**src/design/bls_pkg.sv**
```systemverilog
`timescale 1ns / 1ps
// ----------------------------------------------------------------------------
// bls_pkg
// Shared types and constants of the bounded lifo stack.
// ----------------------------------------------------------------------------
package bls_pkg;

    // built depth of the entry store
    localparam int DEPTH  = 16;
    localparam int ADDR_W = (DEPTH > 1) ? $clog2(DEPTH) : 1;
    localparam int CNT_W  = $clog2(DEPTH + 1);

    // fixed field widths
    localparam int WORD_W = 32;
    localparam int CMD_W  = 3;
    localparam int POS_W  = 5;
    localparam int CAP_W  = 5;
    localparam int STAT_W = 2;

    // stream widths, padded to whole bytes
    localparam int IN_W   = CMD_W + WORD_W + POS_W;
    localparam int OUT_W  = WORD_W + STAT_W + 2;
    localparam int IN_BW  = ((IN_W + 7) / 8) * 8;
    localparam int OUT_BW = ((OUT_W + 7) / 8) * 8;

    localparam logic [CAP_W-1:0] CAP_RESET = CAP_W'(16);

    typedef enum logic [CMD_W-1:0] {
        CMD_PUSH   = 3'd0,
        CMD_POP    = 3'd1,
        CMD_PEEK   = 3'd2,
        CMD_TOP    = 3'd3,
        CMD_BOTTOM = 3'd4
    } t_cmd;

    typedef enum logic [STAT_W-1:0] {
        ST_OK        = 2'd0,
        ST_OVERFLOW  = 2'd1,
        ST_UNDERFLOW = 2'd2,
        ST_BADPOS    = 2'd3
    } t_status;

    // decoded command, one per accepted transfer
    typedef struct packed {
        logic              wr_en;
        logic              rd_en;
        logic [ADDR_W-1:0] addr;
        t_status           status;
        logic              err;
        logic [CNT_W-1:0]  count_nxt;
        logic              is_empty;
        logic              is_full;
    } t_dec;

endpackage

```
**src/design/bounded_lifo_stack.sv**
```systemverilog
`timescale 1ns / 1ps
// ----------------------------------------------------------------------------
// bounded_lifo_stack
// Ram-backed lifo stack with a programmable capacity, one result per command.
// ----------------------------------------------------------------------------
//  channel   direction  fields (lsb first)
//  s         in         cmd[2:0], push_value[34:3], position[39:35]
//  m         out        data[31:0], status[33:32], is_empty[34], is_full[35]
//  cfg       in         capacity[4:0]
//
//  A command is decoded and the ram written or read at the accepting edge;
//  its result enters the output register when the read stage advances.
//  Throughput is one command per cycle while the output is taken.
//  A stalled output holds one command in the read stage and blocks the input.
//  Reset clears the count and sets the capacity to 16; the ram is not cleared.
// ----------------------------------------------------------------------------
module bounded_lifo_stack (
    input  logic                         i_clk,
    input  logic                         i_rst_n,
    // cmd, push_value, position
    input  logic [bls_pkg::IN_BW-1:0]    i_s_tdata,
    input  logic                         i_s_tvalid,
    output logic                         o_s_tready,
    // data, status, is_empty, is_full, zero padding
    output logic [bls_pkg::OUT_BW-1:0]   o_m_tdata,
    output logic                         o_m_tvalid,
    input  logic                         i_m_tready,
    input  logic                         i_cfg_we,
    input  logic [bls_pkg::CAP_W-1:0]    i_cfg_wdata
);
    import bls_pkg::*;

    logic [CMD_W-1:0]  in_cmd;
    logic [WORD_W-1:0] in_value;
    logic [POS_W-1:0]  in_pos;

    logic [CAP_W-1:0]  r_cap;
    logic [CNT_W-1:0]  r_count;
    logic              r_busy;
    logic              n_busy;
    t_dec              r_pend;
    logic              r_out_valid;
    logic              n_out_valid;
    logic [OUT_BW-1:0] r_out_data;
    logic [OUT_BW-1:0] n_out_data;

    t_dec              dec;
    logic [WORD_W-1:0] rdata;
    logic [WORD_W-1:0] res_data;
    logic              s_xfer;
    logic              advance;

    // input field unpacking
    assign in_cmd   = i_s_tdata[CMD_W-1:0];
    assign in_value = i_s_tdata[CMD_W+WORD_W-1:CMD_W];
    assign in_pos   = i_s_tdata[IN_W-1:CMD_W+WORD_W];

    // handshake
    assign advance    = r_busy && (!r_out_valid || i_m_tready);
    assign o_s_tready = !r_busy || advance;
    assign s_xfer     = i_s_tvalid && o_s_tready;

    bls_decode u_decode (
        .i_cmd      (in_cmd),
        .i_position (in_pos),
        .i_count    (r_count),
        .i_capacity (r_cap),
        .o_dec      (dec)
    );

    bls_ram #(
        .DEPTH  (DEPTH),
        .WIDTH  (WORD_W),
        .ADDR_W (ADDR_W)
    ) u_ram (
        .i_clk   (i_clk),
        .i_we    (s_xfer && dec.wr_en),
        .i_waddr (dec.addr),
        .i_wdata (in_value),
        .i_re    (s_xfer && dec.rd_en),
        .i_raddr (dec.addr),
        .o_rdata (rdata)
    );

    // capacity register
    always_ff @(posedge i_clk) begin
        if (!i_rst_n) begin
            r_cap <= CAP_RESET;
        end else if (i_cfg_we) begin
            r_cap <= i_cfg_wdata;
        end
    end

    // count, updated on every accepted transfer
    always_ff @(posedge i_clk) begin
        if (!i_rst_n) begin
            r_count <= '0;
        end else if (s_xfer) begin
            r_count <= dec.count_nxt;
        end
    end

    // read stage occupancy
    always_comb begin
        n_busy = r_busy;
        if (s_xfer) begin
            n_busy = 1'b1;
        end else if (advance) begin
            n_busy = 1'b0;
        end
    end

    always_ff @(posedge i_clk) begin
        if (!i_rst_n) begin
            r_busy <= 1'b0;
        end else begin
            r_busy <= n_busy;
        end
    end

    // pending command info, payload only
    always_ff @(posedge i_clk) begin
        if (s_xfer) begin
            r_pend <= dec;
        end
    end

    // result word
    always_comb begin
        if (r_pend.err) begin
            res_data = '1;
        end else if (r_pend.rd_en) begin
            res_data = rdata;
        end else begin
            res_data = '0;
        end
        n_out_data = OUT_BW'({r_pend.is_full, r_pend.is_empty, r_pend.status, res_data});
    end

    // output register
    always_comb begin
        n_out_valid = r_out_valid;
        if (advance) begin
            n_out_valid = 1'b1;
        end else if (i_m_tready) begin
            n_out_valid = 1'b0;
        end
    end

    always_ff @(posedge i_clk) begin
        if (!i_rst_n) begin
            r_out_valid <= 1'b0;
        end else begin
            r_out_valid <= n_out_valid;
        end
    end

    always_ff @(posedge i_clk) begin
        if (advance) begin
            r_out_data <= n_out_data;
        end
    end

    assign o_m_tvalid = r_out_valid;
    assign o_m_tdata  = r_out_data;

endmodule

```
**src/design/bls_ram.sv**
```systemverilog
`timescale 1ns / 1ps
// ----------------------------------------------------------------------------
// bls_ram
// Single-port-write, single-port-read synchronous ram, registered read.
// ----------------------------------------------------------------------------
module bls_ram #(
    parameter int DEPTH  = 16,
    parameter int WIDTH  = 32,
    parameter int ADDR_W = 4
) (
    input  logic              i_clk,
    input  logic              i_we,
    input  logic [ADDR_W-1:0] i_waddr,
    input  logic [WIDTH-1:0]  i_wdata,
    input  logic              i_re,
    input  logic [ADDR_W-1:0] i_raddr,
    output logic [WIDTH-1:0]  o_rdata
);

    logic [WIDTH-1:0] r_mem [DEPTH];
    logic [WIDTH-1:0] r_rdata;

    // write port
    always_ff @(posedge i_clk) begin
        if (i_we) begin
            r_mem[i_waddr] <= i_wdata;
        end
    end

    // read port, data held until the next read
    always_ff @(posedge i_clk) begin
        if (i_re) begin
            r_rdata <= r_mem[i_raddr];
        end
    end

    assign o_rdata = r_rdata;

endmodule

```
**src/design/bls_decode.sv**
```systemverilog
`timescale 1ns / 1ps
// ----------------------------------------------------------------------------
// bls_decode
// Command decode: checks bounds, picks the ram address and the next count.
// ----------------------------------------------------------------------------
module bls_decode (
    input  logic [bls_pkg::CMD_W-1:0] i_cmd,
    input  logic [bls_pkg::POS_W-1:0] i_position,
    input  logic [bls_pkg::CNT_W-1:0] i_count,
    input  logic [bls_pkg::CAP_W-1:0] i_capacity,
    output bls_pkg::t_dec             o_dec
);
    import bls_pkg::*;

    logic [31:0]       cap_eff;
    logic [31:0]       cnt;
    logic [31:0]       pos;
    logic [CNT_W-1:0]  cnt_nxt;

    // capacity saturated into 1..DEPTH
    always_comb begin
        cap_eff = 32'(i_capacity);
        if (cap_eff == 32'd0) begin
            cap_eff = 32'd1;
        end else if (cap_eff > 32'(DEPTH)) begin
            cap_eff = 32'(DEPTH);
        end
    end

    assign cnt = 32'(i_count);
    assign pos = 32'(i_position);

    // per-command checks and ram access
    always_comb begin
        o_dec.wr_en  = 1'b0;
        o_dec.rd_en  = 1'b0;
        o_dec.addr   = '0;
        o_dec.status = ST_OK;
        o_dec.err    = 1'b0;
        cnt_nxt      = i_count;
        unique case (i_cmd)
            CMD_PUSH: begin
                if (cnt >= cap_eff) begin
                    o_dec.status = ST_OVERFLOW;
                    o_dec.err    = 1'b1;
                end else begin
                    o_dec.wr_en = 1'b1;
                    o_dec.addr  = ADDR_W'(cnt);
                    cnt_nxt     = CNT_W'(cnt + 32'd1);
                end
            end
            CMD_POP: begin
                if (cnt == 32'd0) begin
                    o_dec.status = ST_UNDERFLOW;
                    o_dec.err    = 1'b1;
                end else begin
                    o_dec.rd_en = 1'b1;
                    o_dec.addr  = ADDR_W'(cnt - 32'd1);
                    cnt_nxt     = CNT_W'(cnt - 32'd1);
                end
            end
            CMD_PEEK: begin
                if (pos == 32'd0 || pos > cnt) begin
                    o_dec.status = ST_BADPOS;
                    o_dec.err    = 1'b1;
                end else begin
                    o_dec.rd_en = 1'b1;
                    o_dec.addr  = ADDR_W'(cnt - pos);
                end
            end
            CMD_TOP, CMD_BOTTOM: begin
                if (cnt == 32'd0) begin
                    o_dec.status = ST_UNDERFLOW;
                    o_dec.err    = 1'b1;
                end else begin
                    o_dec.rd_en = 1'b1;
                    o_dec.addr  = (i_cmd == CMD_TOP) ? ADDR_W'(cnt - 32'd1) : '0;
                end
            end
            default: begin
                // reserved codes leave the stack alone
            end
        endcase

        // flags after this command
        o_dec.count_nxt = cnt_nxt;
        o_dec.is_empty  = (cnt_nxt == '0);
        o_dec.is_full   = (32'(cnt_nxt) >= cap_eff);
    end

endmodule

```
**config.mk**
```make
export PLATFORM = sky130hd
export DESIGN_NAME = bounded_lifo_stack
export DESIGN_NICKNAME = d
export VERILOG_FILES = /design/src/design/bls_pkg.sv /design/src/design/bounded_lifo_stack.sv /design/src/design/bls_ram.sv /design/src/design/bls_decode.sv
export SDC_FILE = /design/constraint.sdc
export NUM_CORES = 1
export LEC_CHECK = 0
export CAP_MARGIN = 20
export CORE_MARGIN = 2
export CORE_UTILIZATION = 35
export DETAILED_ROUTE_END_ITERATION = 10
export DONT_BUFFER_PORTS = 1
export HOLD_SLACK_MARGIN = 0.03
export PLACE_DENSITY_LB_ADDON = 0.1
export SLEW_MARGIN = 20
export SYNTH_ARGS = -nofsm -noshare
export SYNTH_HDL_FRONTEND = slang
export SYNTH_SLANG_ARGS = --single-unit
```
**constraint.sdc**
```tcl
create_clock -name i_clk -period 9.65 [get_ports i_clk]
set_input_delay 1.4475 -clock i_clk [delete_from_list [all_inputs] [get_ports i_clk]]
set_output_delay 1.4475 -clock i_clk [all_outputs]
set_load 0.05 [all_outputs]
```
# --- Word-level counts from Yosys, hierarchy flattened ---
# Memories as Yosys holds them, arrays and structs flattened. A register that Yosys moved wholly into a read port is not among the register bits.
# Index checks and enable logic that the tools add are counted.
word_totals:
  word_cells: 64
  inputBits: 50
  reg_bits: 54
  n_memories: 1
  output_inout_bits: 42
  ram_bits: 512
classes:
  n_reduce_logical: 17
  eq_ne: 4
  n_addsub: 3
  mux: 24
  n_lt_le_gt_ge: 4
mem_list:
  columns: ["memory", "depth", "word_bits", "read_ports", "rd_clocked_by_memory_dff", "wr", "line_no", "source"]
  rows:
  - ["u_ram.r_mem", 16, 32, 1, 1, 1, "bls_ram.sv:20", "logic [WIDTH-1:0] r_mem [DEPTH];"]
op_table:
  columns: ["op", "count"]
  rows:
  - ["5-bit by 32-bit greater-or-equal comparator with 1-bit output", 2]
  - ["32-bit logical NOT", 2]
  - ["32-bit two-way mux", 2]
  - ["5-bit two-way mux", 6]
  - ["7-bit case mux with 4 select lines", 1]
  - ["5-bit logical NOT", 2]
  - ["5-bit case mux with 2 select lines", 1]
  - ["1-bit two-way mux", 8]
  - ["4-bit two-way mux", 2]
  - ["3-bit by 2-bit == test with 1-bit output (second input constant)", 2]
  - ["3-bit two-way mux", 2]
  - ["5-bit by 1-bit adder with 5-bit output (second input constant)", 1]
  - ["5-bit > comparator", 1]
  - ["5-bit > comparator (second input constant)", 1]
  - ["5-bit by 1-bit subtractor with 5-bit output (second input constant)", 1]
  - ["1-bit logical AND", 4]
  - ["2-bit nonzero test", 2]
  - ["4-bit subtractor", 1]
  - ["3-bit by 1-bit == test with 1-bit output (second input constant)", 1]
  - ["3-bit == test (second input constant)", 1]
  - ["3-bit logical NOT", 1]
  - ["1-bit logical OR", 3]
  - ["1-bit case mux with 3 select lines", 1]
  - ["1-bit logical NOT", 2]
  - ["other kinds (2)", 2]

# --- Depth between registers and ports, before layout ---
logic_depth:
  ltp_word: 9
  depth_mapped: 18
  ltp_nobuf: 16

# --- Hierarchy ---
# Synthesis repeated with hierarchy kept, for this count alone.
unflattened:
  hier_cells: 1112
  area_unflattened_um2: 23236.0
by_module_without_submodules:
  columns: ["module", "cells_per_inst", "area_per_inst_um2", "n_inst", "seq_area_each_um2"]
  rows:
  - ["bls_ram", 838, 20174.3, 1, 16335.7]
  - ["bounded_lifo_stack", 135, 2069.5, 1, 1501.4]
  - ["bls_decode", 139, 992.2, 1, 0.0]

# --- Least setup slack after synthesis ---
# OpenSTA, ideal clock, no wires.
synth_path:
  kind: "input-to-reg"
  start: "in i_s_tdata[37] (netlist bit)"
  end: "mem u_ram.r_mem[10][0], enable pin"
  setup_ns: 0.421
  n_path_buf: 4
  path_stages: 12
  arrival_time_ns: 4.733
  t_required_ns: 9.229
  slack_ns: 4.496
  cell_sequence: "inv_1 ha_1 a211oi_1 o221ai_2 a21oi_2 a211o_1 buf_6 buf_8 buf_6 buf_6 nand4_1 nor2_1"
synth_between:
  elab_chain_cells: 4
  word_cells_on_any_way: 6
  classes_between: "add/sub: 1; order compare: 1; mux: 2; reduce/logical: 2"
synth_lines:
  columns: ["element", "line_no", "source"]
  rows:
  - ["from (decl)", "bounded_lifo_stack.sv:21", "input logic [bls_pkg::IN_BW-1:0] i_s_tdata,"]
  - ["5-bit > comparator or 32-bit logical NOT (tied branches)", "bls_decode.sv:63", "if (pos == 32'd0 || pos > cnt) begin"]
  - ["1-bit logical OR", "bls_decode.sv:63", null]
  - ["5-bit two-way mux (*)", "bls_decode.sv:63", null]
  - ["7-bit case mux with 4 select lines (*)", "bls_decode.sv:41", "unique case (i_cmd)"]
  - ["to (decl)", "bls_ram.sv:20", null]
# Mark *: on every way between the ends. The rest lies on a longest branch, timed or not.

# --- Worst setup path after layout ---
layout_path:
  start: "reg r_count[0]"
  end: "mem u_ram.r_mem[4][25], enable pin"
layout_between:
  elab_chain_cells: 6
  word_cells_on_any_way: 17
  classes_between: "add/sub: 2; order compare: 2; mux: 10; reduce/logical: 3"
layout_lines:
  columns: ["element", "line_no", "source"]
  rows:
  - ["from (decl)", "bounded_lifo_stack.sv:38", "logic [CNT_W-1:0] r_count;"]
  - ["from (signal assigned)", "bounded_lifo_stack.sv:99", "r_count <= dec.count_nxt;"]
  - ["5-bit by 32-bit greater-or-equal comparator with 1-bit output", "bls_decode.sv:43", "if (cnt >= cap_eff) begin"]
  - ["1-bit two-way mux", "bls_decode.sv:43", null]
  - ["1-bit two-way mux", "bls_decode.sv:41", null]
  - ["1-bit logical AND", "bounded_lifo_stack.sv:77", ".i_we (s_xfer && dec.wr_en),"]
  - ["1-bit two-way mux", "bls_ram.sv:25", "if (i_we) begin"]
  - ["1-bit two-way mux (implied by the code)", "bls_ram.sv:26", "r_mem[i_waddr] <= i_wdata;"]
# Parallel ways exist; a longest one is shown, timed or not.

==> qor.csv <==
stage;metric;value;unit
placement;placed_area;25700;µm²
timing;hold_ws;0.4170;ns
logic_synthesis;synth-seq-area-share;72.81;%
logic_synthesis;yosysTopAreaCellShare;71.82;%
run;maxCapViolations;0;
logic_synthesis;synthArstFlopShare;0;%
worst_setup_path;crit_chain;inv_1 > ha_1 > nor3b_2 > o21ai_1 > a21oi_1 > ha_1 > nand2b_1 > a21o_1 > o32a_2 > buf_4 > nand4_1 > nor2_4 > buf_4;
clocking;cts.sinks;598;
grt;overflow;0;
logic_synthesis;synth_commonest_cells;586 x edfxtp_1, 269 x nand2_1, 168 x mux2i_1, 64 x nand3_1, 42 x a21oi_1;
logic_synthesis;synth_area_leaders;edfxtp_1 72%, mux2i_1 6.9%, nand2_1 4.1%, o211ai_2 1.3%, nand3_1 1.3%;
placement;post-place-cells;2474;
layout;area_growth;13.71;%
layout;final_area;27860;µm²
worst_setup_path;crit_type;reg2reg;
worst_setup_path;worst_setup_path_end_kind;register;
timing;fin_ws;4.222;ns
worst_setup_path;crit_cells;13;
logic_synthesis;avgSynthCellArea;15.45;µm²
route;wire_per_inst;24.33;µm
logic_synthesis;synth_cell_types;67;
min_path;hold_depth;0;
die;die_height;268.6;µm
pwr;cellPowerDensity;214.4;nW/µm²
clocking;cts_resized;0;
placement;dp_hpwl;35460;µm
timing;relSlewSlack;29.09;%
grt;grt_max_degree;71;
logic_synthesis;synthCells;1586;
die;start_util;35.17;%
pwr;vdd_drop_max;0.0001219;V
logic_synthesis;yosys_warnings;0;
layout;final_cells;2593;
layout;finish.utilization;39.99;%
route;vias;13198;
logic_synthesis;synth_most_common_cell;edfxtp_1;
worst_setup_path;critPathSlowestCell;nor2_4;
placement;io_buffers;0;
clocking;cts_hold_buf;0;
timing;min_period;5.428;ns
worst_setup_path;worstPathBufferInverterCount;3;
clocking;clk_latency;0.60;ns
worst_setup_path;critPathLaunchType;register;
clocking;cts_buffer_depth;3;
pwr;power;5.974;mW
logic_synthesis;synth.largest_area_cell;edfxtp_1;
grt;grt_usage;17.68;%
clocking;cts_tree;done;
grt;grt_busiest_layer;met2;
die;rows;97;
clocking;numCtsBuffers;68;
timing;max_freq;184.2;MHz
logic_synthesis;synthFlopType;edfxtp_1;
logic_synthesis;syn_area;24500;µm²
layout;fin_nets;1676;
route;first_pass_iters;5;
grt;grt_antenna_before_repair;0;
timing;fin_crit_sh;56.25;%
route;drc_errors;0;
worst_setup_path;critPathMaxFanout;33;
worst_setup_path;max_stage_delay;0.76;ns
die;pin_count;92;
layout;num_antenna_cells;0;
clocking;clk_pin_slew;0.05;ns
grt;met2_usage;28.92;%
timing;drv_slew;0;
die;coreArea;69660;µm²
placement;globalplace.congestion;0.7442;
layout;layout-drive-gt1-share;14.22;%
worst_setup_path;crit_required;9.92;ns
pwr;p_leak;9.631;nW
route;routed_wl;63090;µm
logic_synthesis;synth_edf_count;586;
outcome;status;finished, final reports clean;
timing;tightest_slew;1.060;ns
clocking;h-tree-depth;3;
route;ant_nets;0;
grt;grt_util_met1;24.17;%
worst_setup_path;r2r_cells;13;
timing;timing.setup.tns;0;ns
grt;grt_pass1_wl;92690;µm
grt;grt_pass1_vias;13436;
grt;groute.layer.met3.usage;3.553;%
timing;rsz0062_at_grt;no;
min_path;min_path_type;reg2reg;
die;die_x;268.6;µm
timing;finalHoldViolCount;0;
clocking;cts_root_buf;clkbuf_16;
die;die-area;72130;µm²
timing;finClkSkew;0.02536;ns
route;drt_iter0_drc;918;
timing;finalSetupViolCount;0;
placement;dp_slack;3.918;ns
worst_setup_path;worst_ep_arrival_time;5.70;ns
clocking;post_cts_buffers;0;
route;vias_per_cell;5.090;
logic_synthesis;ys_seq_elements;598;
worst_setup_path;crit_family;compound AO/OA/AOI/OAI gates;
[layer usage]
metal  wire length [µm]  share of wire [%]
met2              30300                 48
met5                  0                  0
met4               1058                1.7
met3               3249                5.2
met1              28480                 45
[worst paths after layout]
path                         to            from  slack, ns
min               o_m_tdata[35]  n_out_data[35]       0.42
max reg2reg  u_ram.r_mem[4][25]      r_count[0]       4.22
min reg2reg       o_m_tdata[35]  n_out_data[35]       0.42
max          u_ram.r_mem[4][25]      r_count[0]       4.22
[area by class of cell]
type / count / area [µm²]
clock buffer: 84 / 1826
sequential: 598 / 17840
multi-input combinational: 879 / 6201
fill: 6443 / 41810
tap: 940 / 1176
timing repair buffer: 38 / 410.4
inverter: 19 / 71.32
clock inverter: 35 / 336.6
[worst reg2reg max path, delay by kind of cell, from the launching register on]
kind | cells | cell delay (ns)
buffers and inverters | 3 | 1.20
flip-flops | 1 | 0.52
adder cells (fa/ha/maj) | 2 | 0.57
AO/OA/AOI/OAI | 4 | 1.45
AND/OR/NAND/NOR | 4 | 1.35
[registers in the layout (all words and copies together), names as in the netlist]
signal and flops:
r_busy 1, o_m_tdata 36, r_count 5, u_ram.r_mem 512
u_ram.o_rdata 32, r_pend 2, n_out_data 4, r_cap 5
o_m_tvalid 1
[cell families (layout without fill, tap and decap cells)]
kind of cell,after synthesis,count (layout),share of synthesized area [%]
xor gates and xnor gates,3,3,0.1073
and+or+nand+nor,397,397,6.884
AOI/OAI and AO/OA,252,252,7.946
muxes,200,200,8.335
buffers and inverters,112,176,2.712
DFF,598,598,72.81
other,1,4,0.01531
adders and majority gates,23,23,1.195
[where the power goes]
| part | switching, mW | leakage (nW) | internal (mW) |
|---|---|---|---|
| clock | 1.02 | 1.05 | 1.50 |
| combinational | 0.322 | 3.18 | 0.174 |
| sequential | 0.0518 | 5.39 | 2.90 |
| total | 1.39 | 9.63 | 4.58 |
[cells in the final DEF (no fill, tap or decap), types with 7 or more instances in the layout]
cell and count:
nor2b_1 10, a32oi_1 31, edfxtp_1 586, a21oi_2 33, clkbuf_1 13, dfxtp_1 12, nor2_1 11, clkinv_2 7
clkinv_1 17, o21ai_1 32, clkbuf_16 71, nor2_4 16, a21oi_1 42, o21ai_0 13, mux2_2 8, mux2i_1 168
buf_4 31, nand2_1 269, mux2_1 24, inv_1 18, o211ai_1 8, o211ai_2 26, nand3_1 64, ha_1 21
a21o_1 33
Power figures use the tool's default switching activity.
